$ cat src/hw/rtl/cdq_pkg.sv
// shared types and constants for the circular deque
// used by the interfaces, the store and the top level
package cdq_pkg;

  localparam int unsigned DefaultDepth = 16;
  localparam int unsigned ModeW = 2;
  localparam int unsigned DataW = 32;
  localparam int unsigned StatusW = 2;
  localparam int unsigned OccW = 5;

  typedef enum logic [ModeW-1:0] {
    MODE_PUSH_REAR  = 2'd0,
    MODE_PUSH_FRONT = 2'd1,
    MODE_POP_REAR   = 2'd2,
    MODE_POP_FRONT  = 2'd3
  } mode_e;

  typedef enum logic [StatusW-1:0] {
    STAT_DONE      = 2'd0,
    STAT_OVERFLOW  = 2'd1,
    STAT_UNDERFLOW = 2'd2
  } status_e;

  typedef enum logic {
    S_IDLE = 1'b0,
    S_READ = 1'b1
  } state_e;

endpackage

$ cat src/hw/rtl/cdq_if.sv
// valid/ready channel interfaces for requests and responses
// depends on cdq_pkg
interface cdq_req_if;
  logic                               valid;
  logic                               ready;
  logic [cdq_pkg::ModeW-1:0]          mode;
  logic signed [cdq_pkg::DataW-1:0]   push_value;

  modport source (output valid, output mode, output push_value, input ready);
  modport sink (input valid, input mode, input push_value, output ready);
endinterface

interface cdq_rsp_if;
  logic                               valid;
  logic                               ready;
  logic [cdq_pkg::StatusW-1:0]        status;
  logic signed [cdq_pkg::DataW-1:0]   pop_value;
  logic [cdq_pkg::OccW-1:0]           occupancy;

  modport source (output valid, output status, output pop_value, output occupancy,
                  input ready);
  modport sink (input valid, input status, input pop_value, input occupancy,
                output ready);
endinterface

$ cat src/hw/rtl/cdq_store.sv
// word store of the deque: one write and one registered read port
// depends on cdq_pkg
module cdq_store #(
  parameter int unsigned Depth = cdq_pkg::DefaultDepth
) (
  input  logic                                clk_i,
  input  logic                                we_i,
  input  logic [$clog2(Depth)-1:0]            waddr_i,
  input  logic signed [cdq_pkg::DataW-1:0]    wdata_i,
  input  logic                                re_i,
  input  logic [$clog2(Depth)-1:0]            raddr_i,
  output logic signed [cdq_pkg::DataW-1:0]    rdata_o
);

  logic signed [cdq_pkg::DataW-1:0] mem [Depth];
  logic signed [cdq_pkg::DataW-1:0] rdata_q;

  always_ff @(posedge clk_i) begin
    if (we_i) begin
      mem[waddr_i] <= wdata_i;
    end
    if (re_i) begin
      rdata_q <= mem[raddr_i];
    end
  end

  assign rdata_o = rdata_q;

endmodule

$ cat src/hw/rtl/circular_deque_top.sv
// circular deque of signed words: pointer and count control around the word store
// depends on cdq_pkg, cdq_req_if, cdq_rsp_if and cdq_store
// push, overflow and underflow results appear in the cycle after acceptance;
//   a pop result goes via the store's read register, then the response register
// one push per cycle while the response register is free; a pop holds off requests
//   until its result is loaded; a result waiting on rsp_o.ready blocks the next word
// reset: head, tail and count go to zero; store contents stay undefined, no clearing
module circular_deque_top #(
  parameter int unsigned Depth = cdq_pkg::DefaultDepth
) (
  input logic        clk_i,
  input logic        rst_ni,
  cdq_req_if.sink    req_i,
  cdq_rsp_if.source  rsp_o
);

  localparam int unsigned AddrW = $clog2(Depth);
  localparam int unsigned CntW  = $clog2(Depth + 1);

  cdq_pkg::state_e state_q, state_d;
  logic [AddrW-1:0] head_q, head_d, tail_q, tail_d;
  logic [CntW-1:0]  cnt_q, cnt_d;

  logic                              out_valid_q;
  logic [cdq_pkg::StatusW-1:0]       out_status_q, out_status_d;
  logic signed [cdq_pkg::DataW-1:0]  out_value_q, out_value_d;
  logic [cdq_pkg::OccW-1:0]          out_occ_q, out_occ_d;
  logic                              out_load;

  logic                              mem_we, mem_re;
  logic [AddrW-1:0]                  mem_waddr, mem_raddr;
  logic signed [cdq_pkg::DataW-1:0]  mem_rdata;

  logic            accept, out_free, is_full, is_empty;
  cdq_pkg::mode_e  mode;
  logic [31:0]     cnt_ext;

  function automatic logic [AddrW-1:0] wrap_inc(input logic [AddrW-1:0] idx);
    return (idx == AddrW'(Depth - 1)) ? '0 : idx + AddrW'(1);
  endfunction

  function automatic logic [AddrW-1:0] wrap_dec(input logic [AddrW-1:0] idx);
    return (idx == '0) ? AddrW'(Depth - 1) : idx - AddrW'(1);
  endfunction

  assign out_free    = !out_valid_q || rsp_o.ready;
  assign req_i.ready = (state_q == cdq_pkg::S_IDLE) && out_free;
  assign accept      = req_i.valid && req_i.ready;
  assign mode        = cdq_pkg::mode_e'(req_i.mode);
  assign is_full     = (cnt_q == CntW'(Depth));
  assign is_empty    = (cnt_q == '0);
  assign cnt_ext     = 32'(cnt_d);

  always_comb begin
    state_d     = state_q;
    head_d      = head_q;
    tail_d      = tail_q;
    cnt_d       = cnt_q;
    mem_we      = 1'b0;
    mem_waddr   = '0;
    mem_re      = 1'b0;
    mem_raddr   = tail_q;
    out_load    = 1'b0;
    out_status_d = cdq_pkg::STAT_DONE;
    out_value_d  = '0;
    case (state_q)
      cdq_pkg::S_IDLE: begin
        if (accept) begin
          if (mode inside {cdq_pkg::MODE_PUSH_REAR, cdq_pkg::MODE_PUSH_FRONT}) begin
            out_load = 1'b1;
            if (is_full) begin
              out_status_d = cdq_pkg::STAT_OVERFLOW;
            end else begin
              mem_we = 1'b1;
              cnt_d  = cnt_q + CntW'(1);
              if (is_empty) begin
                head_d    = '0;
                tail_d    = '0;
                mem_waddr = '0;
              end else if (mode == cdq_pkg::MODE_PUSH_REAR) begin
                tail_d    = wrap_inc(tail_q);
                mem_waddr = tail_d;
              end else begin
                head_d    = wrap_dec(head_q);
                mem_waddr = head_d;
              end
            end
          end else begin
            if (is_empty) begin
              out_load     = 1'b1;
              out_status_d = cdq_pkg::STAT_UNDERFLOW;
            end else begin
              mem_re  = 1'b1;
              state_d = cdq_pkg::S_READ;
              cnt_d   = cnt_q - CntW'(1);
              if (mode == cdq_pkg::MODE_POP_REAR) begin
                mem_raddr = tail_q;
              end else begin
                mem_raddr = head_q;
              end
              if (cnt_q == CntW'(1)) begin
                head_d = '0;
                tail_d = '0;
              end else if (mode == cdq_pkg::MODE_POP_REAR) begin
                tail_d = wrap_dec(tail_q);
              end else begin
                head_d = wrap_inc(head_q);
              end
            end
          end
        end
      end
      cdq_pkg::S_READ: begin
        if (out_free) begin
          out_load    = 1'b1;
          out_value_d = mem_rdata;
          state_d     = cdq_pkg::S_IDLE;
        end
      end
      default: begin
        state_d = cdq_pkg::S_IDLE;
      end
    endcase
    out_occ_d = cnt_ext[cdq_pkg::OccW-1:0];
  end

  always_ff @(posedge clk_i or negedge rst_ni) begin
    if (!rst_ni) begin
      state_q     <= cdq_pkg::S_IDLE;
      head_q      <= '0;
      tail_q      <= '0;
      cnt_q       <= '0;
      out_valid_q <= 1'b0;
    end else begin
      state_q <= state_d;
      head_q  <= head_d;
      tail_q  <= tail_d;
      cnt_q   <= cnt_d;
      if (out_load) begin
        out_valid_q <= 1'b1;
      end else if (rsp_o.ready) begin
        out_valid_q <= 1'b0;
      end
    end
  end

  always_ff @(posedge clk_i) begin
    if (out_load) begin
      out_status_q <= out_status_d;
      out_value_q  <= out_value_d;
      out_occ_q    <= out_occ_d;
    end
  end

  cdq_store #(
    .Depth (Depth)
  ) u_store (
    .clk_i   (clk_i),
    .we_i    (mem_we),
    .waddr_i (mem_waddr),
    .wdata_i (req_i.push_value),
    .re_i    (mem_re),
    .raddr_i (mem_raddr),
    .rdata_o (mem_rdata)
  );

  assign rsp_o.valid     = out_valid_q;
  assign rsp_o.status    = out_status_q;
  assign rsp_o.pop_value = out_value_q;
  assign rsp_o.occupancy = out_occ_q;

endmodule

$ cat src/flat_wrapper.sv
// flat-port wrapper written by rule: the top's interface ports become plain ports
module circular_deque_top_flat 
#(
  parameter int unsigned Depth = cdq_pkg::DefaultDepth
)
  (clk_i, rst_ni, req_i_valid, req_i_mode, req_i_push_value, req_i_ready, rsp_o_valid, rsp_o_status, rsp_o_pop_value, rsp_o_occupancy, rsp_o_ready);
  cdq_req_if req_i_i ();
  cdq_rsp_if rsp_o_i ();
  input logic clk_i;
  input logic rst_ni;
  input wire logic [$bits(req_i_i.valid)-1:0] req_i_valid;
  input wire logic [$bits(req_i_i.mode)-1:0] req_i_mode;
  input wire logic [$bits(req_i_i.push_value)-1:0] req_i_push_value;
  output wire logic [$bits(req_i_i.ready)-1:0] req_i_ready;
  output wire logic [$bits(rsp_o_i.valid)-1:0] rsp_o_valid;
  output wire logic [$bits(rsp_o_i.status)-1:0] rsp_o_status;
  output wire logic [$bits(rsp_o_i.pop_value)-1:0] rsp_o_pop_value;
  output wire logic [$bits(rsp_o_i.occupancy)-1:0] rsp_o_occupancy;
  input wire logic [$bits(rsp_o_i.ready)-1:0] rsp_o_ready;
  assign req_i_i.valid = req_i_valid;
  assign req_i_i.mode = req_i_mode;
  assign req_i_i.push_value = req_i_push_value;
  assign req_i_ready = req_i_i.ready;
  assign rsp_o_valid = rsp_o_i.valid;
  assign rsp_o_status = rsp_o_i.status;
  assign rsp_o_pop_value = rsp_o_i.pop_value;
  assign rsp_o_occupancy = rsp_o_i.occupancy;
  assign rsp_o_i.ready = rsp_o_ready;
  circular_deque_top #(.Depth(Depth)) u_core (.clk_i(clk_i), .rst_ni(rst_ni), .req_i(req_i_i), .rsp_o(rsp_o_i));
endmodule
$ cat config.mk
export PLATFORM = sky130hd
export DESIGN_NAME = circular_deque_top_flat
export DESIGN_NICKNAME = d
export VERILOG_FILES = /design/src/hw/rtl/cdq_pkg.sv /design/src/hw/rtl/cdq_if.sv /design/src/hw/rtl/cdq_store.sv /design/src/hw/rtl/circular_deque_top.sv /design/src/flat_wrapper.sv
export SDC_FILE = /design/constraint.sdc
export NUM_CORES = 1
export LEC_CHECK = 0
export ABC_AREA = 1
export CAP_MARGIN = 20
export CORE_UTILIZATION = 25
export CTS_BUF_LIST = sky130_fd_sc_hd__clkbuf_16
export CTS_CLUSTER_SIZE = 40
export DETAILED_ROUTE_END_ITERATION = 16
export DONT_BUFFER_PORTS = 1
export PLACE_DENSITY = 0.47
export RECOVER_POWER = 50
export SLEW_MARGIN = 30
export SYNTH_ARGS = -nofsm -noshare
export SYNTH_HDL_FRONTEND = slang
export SYNTH_HIERARCHICAL = 1
export SYNTH_SLANG_ARGS = --single-unit
export TNS_END_PERCENT = 30
$ cat constraint.sdc
create_clock -name clk_i -period 7.6 [get_ports clk_i]
set_clock_uncertainty 0.15 [all_clocks]
set_input_delay 1.14 -clock clk_i [delete_from_list [all_inputs] [get_ports clk_i]]
set_output_delay 1.14 -clock clk_i [all_outputs]
set_load 0.1 [all_outputs]
---- Word-level counts from Yosys, hierarchy flattened ----
Memories as Yosys holds them, arrays and structs flattened. A register that Yosys moved wholly into a read port is not among the register bits.
Cells that the tools add are included.
operators by class
  add/subtract/negate cells ............... 6
  equal/unequal tests ..................... 11
  multiplexer cells ....................... 56
  bitwise gates (word level) .............. 2
  reductions and logical operators ........ 15
operator list
  kind                                                                     count
  4-bit 2-to-1 mux                                                         29
  5-bit 2-to-1 mux                                                         5
  1-bit 2-to-1 mux                                                         18
  6-bit AND reduction                                                      2
  3-bit by 2-bit inequality test with 1-bit output, second input constant  3
  4-bit by 1-bit adder with 4-bit output, second input constant            2
  4-bit == test, second input constant                                     2
  4-bit logical NOT                                                        2
  4-bit by 1-bit subtractor with 4-bit output, second input constant       2
  5-bit by 1-bit adder with 5-bit output, second input constant            1
  5-bit by 1-bit == test with 1-bit output, second input constant          1
  5-bit == test, second input constant                                     1
  5-bit logical NOT                                                        1
  5-bit by 1-bit subtractor with 5-bit output, second input constant       1
  2-bit 2-to-1 mux                                                         2
  2-bit inequality test, second input constant                             2
  1-bit one-hot mux with 2 select lines                                    2
  2-bit nonzero test                                                       2
  3-bit nonzero test                                                       1
  2-bit by 1-bit == test with 1-bit output, second input constant          1
  2-bit == test, second input constant                                     1
  1-bit logical AND                                                        2
  2-bit logical NOT                                                        1
  1-bit inverter                                                           2
  4 further kinds                                                          4
word-level totals
  bits in registers ....................... 54
  memory bits (writable) .................. 512
  input bits .............................. 38
  output and inout bits ................... 41
  word-level logic and storage cells ...... 99
  memories kept ........................... 1
memory list
  memory              depth  bits a word  read ports  clocked after Yosys merged registers in  wr ports  RTL line         text
  u_core.u_store.mem  16     32           1           1                                        1         cdq_store.sv:15  logic signed [cdq_pkg::DataW-1:0] mem [Depth];

---- Logic depth before layout (Yosys ltp) ----
Gate-level depths: netlist of run 1.
  depth after elaboration ................. 8
  mapped depth ............................ 18
  gate-level depth less buffers ........... 15

---- Modules after synthesis ----
The synthesis of run 1 kept the hierarchy.
by module, submodules not included
  module              times used  cells each  area each (µm²)  sequential area each (µm²)
  cdq_store           1           2120        23050.9          16335.7
  circular_deque_top  1           344         2964.1           1546.5

---- Worst setup path before layout of run 1 ----
OpenSTA, ideal clock, no wires.
  kind .................................... input-to-reg
  from .................................... input rsp_o_ready
  to ...................................... memory u_core/u_store/mem[12][0] (netlist name) (enable)
  setup time .............................. 0.421 ns
  data arrival time ....................... 3.452 ns
  required time ........................... 7.029 ns
  setup slack ............................. 3.577 ns
  cell stages on the path ................. 8
  path buffers ............................ 0
  cell sequence ........................... inv_1 -> nand2_2 -> nand2_2 -> nor2_8 -> nand2_1 -> nor3_1 -> nand3_1 -> nor2_1
between the ends
  elaborated cells between the ends (all ways) .. 9
  those cells by class .................... 6 x mux; 3 x reduce/logical
RTL lines
  what                     RTL line                  text
  start, declared          flat_wrapper.sv:19        input wire logic [$bits(rsp_o_i.ready)-1:0] rsp_o_ready;
  1-bit logical OR         circular_deque_top.sv:46  assign out_free = !out_valid_q || rsp_o.ready;
  1-bit logical AND        circular_deque_top.sv:47  assign req_i.ready = (state_q == cdq_pkg::S_IDLE) && out_free;
  1-bit logical AND        circular_deque_top.sv:48  assign accept = req_i.valid && req_i.ready;
  4-bit 2-to-1 mux         circular_deque_top.sv:68  if (accept) begin
  4-bit 2-to-1 mux         circular_deque_top.sv:66  case (state_q)
  net u_core.mem_waddr[3]  circular_deque_top.sv:31  logic [AddrW-1:0] mem_waddr, mem_raddr;
  end, declared            cdq_store.sv:15
The timed path passes the listed nets, and every way through them passes these cells.

---- Worst setup path after layout of run 1 ----
  from .................................... register u_core.out_valid_q, in the netlist u_core/rsp_o.valid
  to ...................................... register u_core.u_store.rdata_q (netlist bit u_core/u_store/rdata_o[2]), read port of u_core.u_store.mem (data pin)
between the ends
  longest elaborated chain between the ends .. 6
  elaborated cells between the ends (all ways) .. 8
  those cells by class .................... 4 x mux; 4 x reduce/logical
RTL lines
  what                    RTL line                   text
  start, declared         circular_deque_top.sv:24   logic out_valid_q;
  start signal, assigned  circular_deque_top.sv:133  out_valid_q <= 1'b0;
  start signal, assigned  circular_deque_top.sv:140  out_valid_q <= 1'b1;
  start signal, assigned  circular_deque_top.sv:142  out_valid_q <= 1'b0;
  1-bit logical NOT       circular_deque_top.sv:46
  1-bit logical OR        circular_deque_top.sv:46
  1-bit logical AND       circular_deque_top.sv:47
  1-bit logical AND       circular_deque_top.sv:48
  1-bit 2-to-1 mux        circular_deque_top.sv:68
  1-bit 2-to-1 mux        circular_deque_top.sv:66
  net u_core.mem_re       circular_deque_top.sv:30   logic mem_we, mem_re;
  end, declared           cdq_store.sv:16            logic signed [cdq_pkg::DataW-1:0] rdata_q;
The timed path passes the listed nets, and every way through them passes these cells.
A chain may end at the register's enable or synchronous reset.

==> results of run 1 <==
per-stage QoR:
step                      util, %  instance area (sq um)  worst slack, ns  instances  hold WS, ns
after floorplan                 -                  26000             3.58       2464        0.356
after global placement       26.7                  27400             2.15       3748        0.382
after detailed placement     26.7                  27400             2.14       3748        0.390
after CTS                    28.8                  29500             2.38       3874       0.0368
after global routing         28.7                  29400             1.29       3874       0.0509
final                        28.7                  29400             1.71       3875       0.0803
final cells by class:
class	instances	area share, %
clock buffer	72	6.12
antenna	1	0.00850
timing repair buffer	29	0.769
tap	1368	5.81
clock inverter	54	1.09
sequential	598	60.7
multi-input combinational	1301	19.6
inverter	452	5.84
critical path: cells and delay by family, from the launching register on:
family	cells	cell delay [ns]
and+or+nand+nor	8	2.93
DFF	1	0.73
buffers and inverters	3	1.92
path summary, 6_finish.rpt:
| path | end | slack (ns) | from |
|---|---|---|---|
| setup / recovery | u_core/u_store/rdata_o[2]$_DFFE_PP_ | 1.71 | u_core/rsp_o.valid$_DFFE_PN0P_ |
| max in group asynchronous | u_core/rsp_o.valid$_DFFE_PN0P_ | 7.14 | rst_ni |
| hold / removal | u_core/head_q[1]$_DFFE_PN0P_ | 0.08 | rst_ni |
| setup reg to reg | u_core/u_store/rdata_o[2]$_DFFE_PP_ | 1.71 | u_core/rsp_o.valid$_DFFE_PN0P_ |
| hold reg to reg | u_core/rsp_o.pop_value[26]$_SDFFCE_PN0P_ | 0.40 | u_core/u_store/rdata_o[26]$_DFFE_PP_ |
| min in group clk_i | u_core/rsp_o.pop_value[26]$_SDFFCE_PN0P_ | 0.40 | u_core/u_store/rdata_o[26]$_DFFE_PP_ |
sequential cells by signal (all words and copies together), names as in the netlist:
| register | cells |
|---|---|
| u_core/cnt_q | 5 |
| u_core/u_store/mem | 512 |
| u_core/rsp_o.pop_value | 32 |
| u_core/state_q | 1 |
| u_core/rsp_o.status | 2 |
| u_core/tail_q | 4 |
| u_core/u_store/rdata_o | 32 |
| u_core/rsp_o.valid | 1 |
| u_core/rsp_o.occupancy | 5 |
| u_core/head_q | 4 |
routing by layer:
metal	share of wire [%]	routed length (um)
met1	48	32900
met2	45	31100
met3	4.6	3130
met4	2.2	1480
met5	0	0
cell families (layout without fill, tap and decap cells):
group           Yosys count  in the layout
compound gates           19             19
xor+xnor                  5              5
fa+ha+maj                 8              8
buf+inv                 565            607
flops                   598            598
other cells               0              1
simple gates           1269           1269
report_power, final:
group	switching, mW	internal [mW]	total, mW
clock network	1.35	1.76	3.12
registers	0.419	3.87	4.29
logic	1.98	0.768	2.75
cells in the mapped netlist, types with 2 or more instances:
cell / instances
sky130_fd_sc_hd__nand4_1: 9
sky130_fd_sc_hd__nand2_1: 760
sky130_fd_sc_hd__nor2_4: 3
sky130_fd_sc_hd__ha_1: 8
sky130_fd_sc_hd__inv_1: 447
sky130_fd_sc_hd__nor3_1: 3
sky130_fd_sc_hd__dfrtp_1: 15
sky130_fd_sc_hd__buf_1: 14
sky130_fd_sc_hd__edfxtp_1: 583
sky130_fd_sc_hd__buf_6: 32
sky130_fd_sc_hd__buf_2: 43
sky130_fd_sc_hd__nand3_1: 411
sky130_fd_sc_hd__a21oi_1: 5
sky130_fd_sc_hd__xor2_1: 4
sky130_fd_sc_hd__inv_2: 3
sky130_fd_sc_hd__nand3b_1: 3
sky130_fd_sc_hd__nor2_1: 64
sky130_fd_sc_hd__nand2_2: 9
sky130_fd_sc_hd__clkbuf_1: 17
sky130_fd_sc_hd__o21ai_0: 10
sky130_fd_sc_hd__nand2_4: 2
sky130_fd_sc_hd__buf_4: 6
sky130_fd_sc_hd__nor2_8: 2
==> summary.txt, run 1 <==
Outcome
  • Run status: complete, but fails checks
  • Violated checks: max-capacitance violations, max-slew violations

STA
  • Worst Max-Slew Pin Slew: 2.77 ns
  • Setup repair after global routing missed its margin: no
  • Count of final hold-check violations: 0
  • Setup-violating endpoint count in the final report: 0
  • Maximum clock frequency: 0.170 GHz
  • Final TNS setup: 0 ns
  • Max_slew headroom: -84.4%
  • Tcrit/Tclk final: 77.5%
  • Post-layout min period: 5.89 ns
  • Pins Over Slew Limit: 49

Cells and area
  • Final #Nets: 2498
  • Fraction of final layout cells sized beyond drive strength 1: 6.26%
  • Top library cells by usage in the layout, fill and taps aside: 758 x sky130_fd_sc_hd__nand2_1, 583 x sky130_fd_sc_hd__edfxtp_1, 463 x sky130_fd_sc_hd__inv_1
  • Area growth from synthesis to layout: 13.2%
  • Most common library cell in the layout ignoring fill and taps: sky130_fd_sc_hd__nand2_1
  • Multi-input combinational cell area: 0.00578 sq mm
  • Filler cell count: 10700
  • Sequential cell area: 0.0179 sq mm

Route
  • Number of nets with antenna violations after detailed routing: 0
  • Number of vias in the routed layout: 16400
  • Wire length after detailed routing: 68700 um
  • Post-detailed-route DRC marker count: 0
  • Violation count after the first detailed-routing iteration: 1093
  • Average wire per standard cell: 17.7 um
  • First-pass DRT Iterations: 7
  • Per-cell via count in the routed design: 4.23

Logic synthesis
  • Number of distinct library cells after synthesis: 34
  • Cell type contributing the most total cell area after synthesis: sky130_fd_sc_hd__edfxtp_1
  • Synthesized-area fraction occupied by xor and xnor cells: 0.168%
  • Post-synthesis cell count: 2464
  • Fraction of synthesis flops using an asynchronous set or reset pin: 2.51%
  • Number of synthesized flops with an enable pin: 583
  • Dominant register cell in the synthesized netlist: sky130_fd_sc_hd__edfxtp_1
  • Synthesized Nets: 2510
  • Leading post-synthesis cells by cell area: sky130_fd_sc_hd__edfxtp_1 67%, sky130_fd_sc_hd__nand2_1 11%, sky130_fd_sc_hd__nand3_1 7.9%
  • YS warnings: 6
  • Sequential fraction of the synthesis area: 68.7%
  • Fraction of synthesized area in multiplexers: 0%
  • Dominant combinational cell family by area after synthesis: simple AND/OR/NAND/NOR gates
  • Average size of a mapped cell: 10.6 sq um
  • Synth top area share: 67.3%
  • Simple logic cell fraction of the synthesized area: 20.9%
  • Seq cells post-synth: 598
  • Adder-cell share of the synthesized area: 0.385%
  • Netlist area before placement: 0.0260 sq mm
  • Compound-Gate Fraction of Synth Area: 0.390%

Clock tree
  • # hold bufs at CTS: 0
  • Post-cts sizing count: 0
  • Clock-pin slew on the worst setup and hold paths: 0.06 ns
  • Clk buf depth: 3
  • CTS H-tree depth: 3
  • Number of buffers inserted during clock tree synthesis: 70
  • CTS tree: built
  • Worst-skew pair later-pin latency: 0.60 ns
  • Setup Fix Bufs, Post-CTS: 0
  • TritonCTS sink count: 598
  • Cell at the root of the clock tree: sky130_fd_sc_hd__clkbuf_16

Floorplanning
  • Boundary Pins: 79
  • Floorplan die area: 0.105 sq mm
  • Die X-Extent: 325 um
  • Rows: 117
  • Initial standard-cell utilization of the core: 25.4%
  • Height of the chip: 325 um
  • Core area: 0.102 sq mm

Worst setup path
  • Crit-path max FO: 36
  • Capturing element type of the critical path: register
  • Required time at the worst-slack endpoint: 7.91 ns
  • WP data arrival: 6.20 ns
  • Cell with the biggest individual delay on the critical path: sky130_fd_sc_hd__nor2_1
  • Slowest Stage Delay on Critical Path: 1.23 ns
  • Cell Chain, Critical Path: nand2_1 -> nand3_1 -> nor2_1 -> buf_4 -> nand4_1 -> nand2_4 -> clkinv_2 -> buf_4 -> nand3_1 -> nand3_1 -> nand2_1
  • Critical setup path kind: register to register
  • Cell repeated most along the worst path: sky130_fd_sc_hd__nand3_1
  • Sort of element at the start of the critical path: register
  • Cell count of the worst reg-to-reg path: 11

Global routing
  • Wire length of the first global-routing pass: 104000 um
  • Number of global-route vias before repair: 16200
  • Pin count of the biggest net entering global routing: 166
  • GR Overflow Total: 0
  • Met3 capacity usage during global routing: 2.38%
  • Met1 usage in global routing: 17.9%
  • Total GRT Usage: 13.0%
  • Routing usage on met2: 20.8%
  • Most Used Layer, Global Route: met2
  • Antenna violations before repair: 0

Worst hold path
  • Worst min-delay path category: input port to asynchronous set/reset pin

Pwr
  • Max IR drop VDD: 0.000271 V
  • Overall power consumption: 10.2 mW
  • Total leakage power: 12.2 nW
  • Ratio of total power to cell area: 345 mW/mm^2

Placement
  • Placer's final routability congestion estimate: 0.758
  • Post-detailed-placement half-perimeter wirelength: 33800 um
  • IO Port Bufs: 0

Job
  • Number of max-cap violations: 2
No activity file was read; power rests on OpenSTA's default activity.
==> run 2, diff against run 1 <==
==> constraint.sdc (replaced) <==
create_clock -name clk_i -period 5.82 [get_ports clk_i]
set_clock_uncertainty 0.15 [all_clocks]
set_input_delay 0.873 -clock clk_i [delete_from_list [all_inputs] [get_ports clk_i]]
set_output_delay 0.873 -clock clk_i [all_outputs]
set_load 0.1 [all_outputs]
==> summary.txt, run 2 (synthesized netlist as in run 1, its figures left out) <==
Clock tree
  • Cell at the root of the clock tree: sky130_fd_sc_hd__clkbuf_16
  • Clk buf depth: 3
  • Number of buffers inserted during clock tree synthesis: 71
  • Post-cts sizing count: 0
  • CTS H-tree depth: 3
  • Setup Fix Bufs, Post-CTS: 0
  • CTS tree: built
  • Clock-pin slew on the worst setup and hold paths: 0.06 ns
  • Worst-skew pair later-pin latency: 0.63 ns
  • TritonCTS sink count: 598

Global routing
  • Number of global-route vias before repair: 15700
  • Total GRT Usage: 13.0%
  • Pin count of the biggest net entering global routing: 129
  • GR Overflow Total: 0
  • Wire length of the first global-routing pass: 103000 um
  • Antenna violations before repair: 2

Worst setup path
  • Critical setup path kind: register to register
  • Cell Chain, Critical Path: nand2_1 -> nand2_1 -> nor2_1 -> o21ai_0 -> nor3_1 -> nand3b_1 -> nor2_4 -> buf_4
  • Sort of element at the start of the critical path: register
  • Capturing element type of the critical path: register
  • Cell repeated most along the worst path: sky130_fd_sc_hd__nand2_1
  • Cell with the biggest individual delay on the critical path: sky130_fd_sc_hd__dfrtp_1
  • Crit-path max FO: 19
  • Slowest Stage Delay on Critical Path: 0.73 ns
  • Required time at the worst-slack endpoint: 5.93 ns
  • WP data arrival: 4.54 ns

Pwr
  • Clock group share of total power: 32.2%
  • Max IR drop VDD: 0.000383 V
  • Logic pwr share: 27.1%
  • Switch Pwr: 5.00 mW
  • Total leakage power: 12.3 nW
  • Design internal power: 8.67 mW
  • Sequential fraction of design power: 40.7%
  • Ratio of total power to cell area: 458 mW/mm^2
  • Fraction of power spent switching nets: 36.6%

Cells and area
  • Sequential cell area: 0.0179 sq mm
  • Top library cells by usage in the layout, fill and taps aside: 758 x sky130_fd_sc_hd__nand2_1, 583 x sky130_fd_sc_hd__edfxtp_1, 464 x sky130_fd_sc_hd__inv_1
  • Most common library cell in the layout ignoring fill and taps: sky130_fd_sc_hd__nand2_1
  • Area growth from synthesis to layout: 14.6%
  • Flip-flop count of the largest register, all copies and words added: 512
  • Final #Nets: 2516
  • Multi-input combinational cell area: 0.00579 sq mm
  • Final instance area: 0.0298 sq mm
  • Fraction of final layout cells sized beyond drive strength 1: 7.21%
  • Top register by number of flip-flops: u_core/u_store/mem
  • Filler cell count: 10600
  • Post-Route Utilization: 29.1%

Route
  • Number of vias in the routed layout: 16400
  • Violation count after the first detailed-routing iteration: 1197
  • Wire length after detailed routing: 68700 um
  • Per-cell via count in the routed design: 4.20
  • Post-detailed-route DRC marker count: 0
  • Average wire per standard cell: 17.6 um
  • Number of nets with antenna violations after detailed routing: 0
  • First-pass DRT Iterations: 6

Placement
  • Placer's final routability congestion estimate: 0.737
  • Post-detailed-placement half-perimeter wirelength: 36800 um
  • IO Port Bufs: 0
  • Post-placement cell area: 0.0275 sq mm

Floorplanning
  • Boundary Pins: 79
  • Floorplan die area: 0.105 sq mm
  • Rows: 117
  • Initial standard-cell utilization of the core: 25.4%
  • Core area: 0.102 sq mm
  • Die X-Extent: 325 um
  • Height of the chip: 325 um

STA
  • Count of final hold-check violations: 0
  • Setup-violating endpoint count in the final report: 0
  • Tcrit/Tclk final: 76.0%
  • Worst Max-Slew Pin Slew: 1.34 ns
  • Final TNS setup: 0 ns
  • Maximum clock frequency: 0.226 GHz
  • Max_slew headroom: 10.8%
  • Setup repair after global routing missed its margin: no
  • Minimum hold slack: 0.189 ns
  • Post-layout min period: 4.42 ns
  • Pins Over Slew Limit: 0

Worst hold path
  • Worst min-delay path category: input port to register

Outcome
  • Run status: finished, final reports clean

Job
  • Number of max-cap violations: 0
-- run 2: repair_timing --
item                                    4_1_cts  5_1_grt
endpoints found under the setup margin        0        0
hold endpoints to repair                     15        0
hold buffers                                  1        0
-- run 2: per-layer routing --
layer  track usage (%)  up-vias  routed length, um
li1                  -     7987                  -
met1              17.8     7951              32300
met2              20.7      332              31700
met3              2.62       80               3550
met4              3.30        0               1110
met5                 0        -                  0
-- run 2: path summary, 6_finish.rpt --
check	from	to	slack, ns	cells past startpoint
min	req_i_push_value[30]	u_core/u_store/mem[14][30]$_DFFE_PP_	0.19	0
max in group asynchronous	rst_ni	u_core/cnt_q[1]$_DFF_PN0_	4.38	1
min reg2reg	u_core/u_store/rdata_o[27]$_DFFE_PP_	u_core/rsp_o.pop_value[27]$_SDFFCE_PN0P_	0.40	2
max reg2reg	u_core/rsp_o.valid$_DFFE_PN0P_	u_core/u_store/mem[7][6]$_DFFE_PP_	1.40	8
max	u_core/rsp_o.valid$_DFFE_PN0P_	u_core/u_store/mem[7][6]$_DFFE_PP_	1.40	8
min in group asynchronous	rst_ni	u_core/tail_q[1]$_DFFE_PN0P_	0.63	1
-- run 2: per-stage QoR --
stage          worst slack [ns]  instances  power [mW]
2_1_floorplan              2.06       2464        8.44
3_3_place_gp               1.58       3761        9.41
3_5_place_dp               1.57       3762        9.42
4_1_cts                    1.54       3889        13.9
5_1_grt                    1.11       3891        14.4
6_report                   1.40       3892        13.7
-- run 2: worst max-delay path, delay by kind of cell (launching register included) --
kind	cells	cell delay, ns
simple gates	6	2.46
flops	1	0.73
buf+inv	1	0.51
compound gates	1	0.18
-- run 2: area by class of cell --
cell class                 instances  area share [%]
sequential                       598            60.0
antenna                            1         0.00839
tap                             1368            5.74
timing repair buffer              46            1.35
multi-input combinational       1301            19.4
clock inverter                    55            1.82
clock buffer                      71            5.96
inverter                         452            5.74
-- run 2: power by group through the flow --
stage / Combinational [mW] / Clock, mW / Sequential [mW]
after floorplan: 2.83 / 0 / 5.61
after global placement: 3.72 / 0 / 5.69
after detailed placement: 3.74 / 0 / 5.68
after CTS: 3.76 / 4.53 / 5.59
after global routing: 4.18 / 4.69 / 5.58
final: 3.71 / 4.40 / 5.56
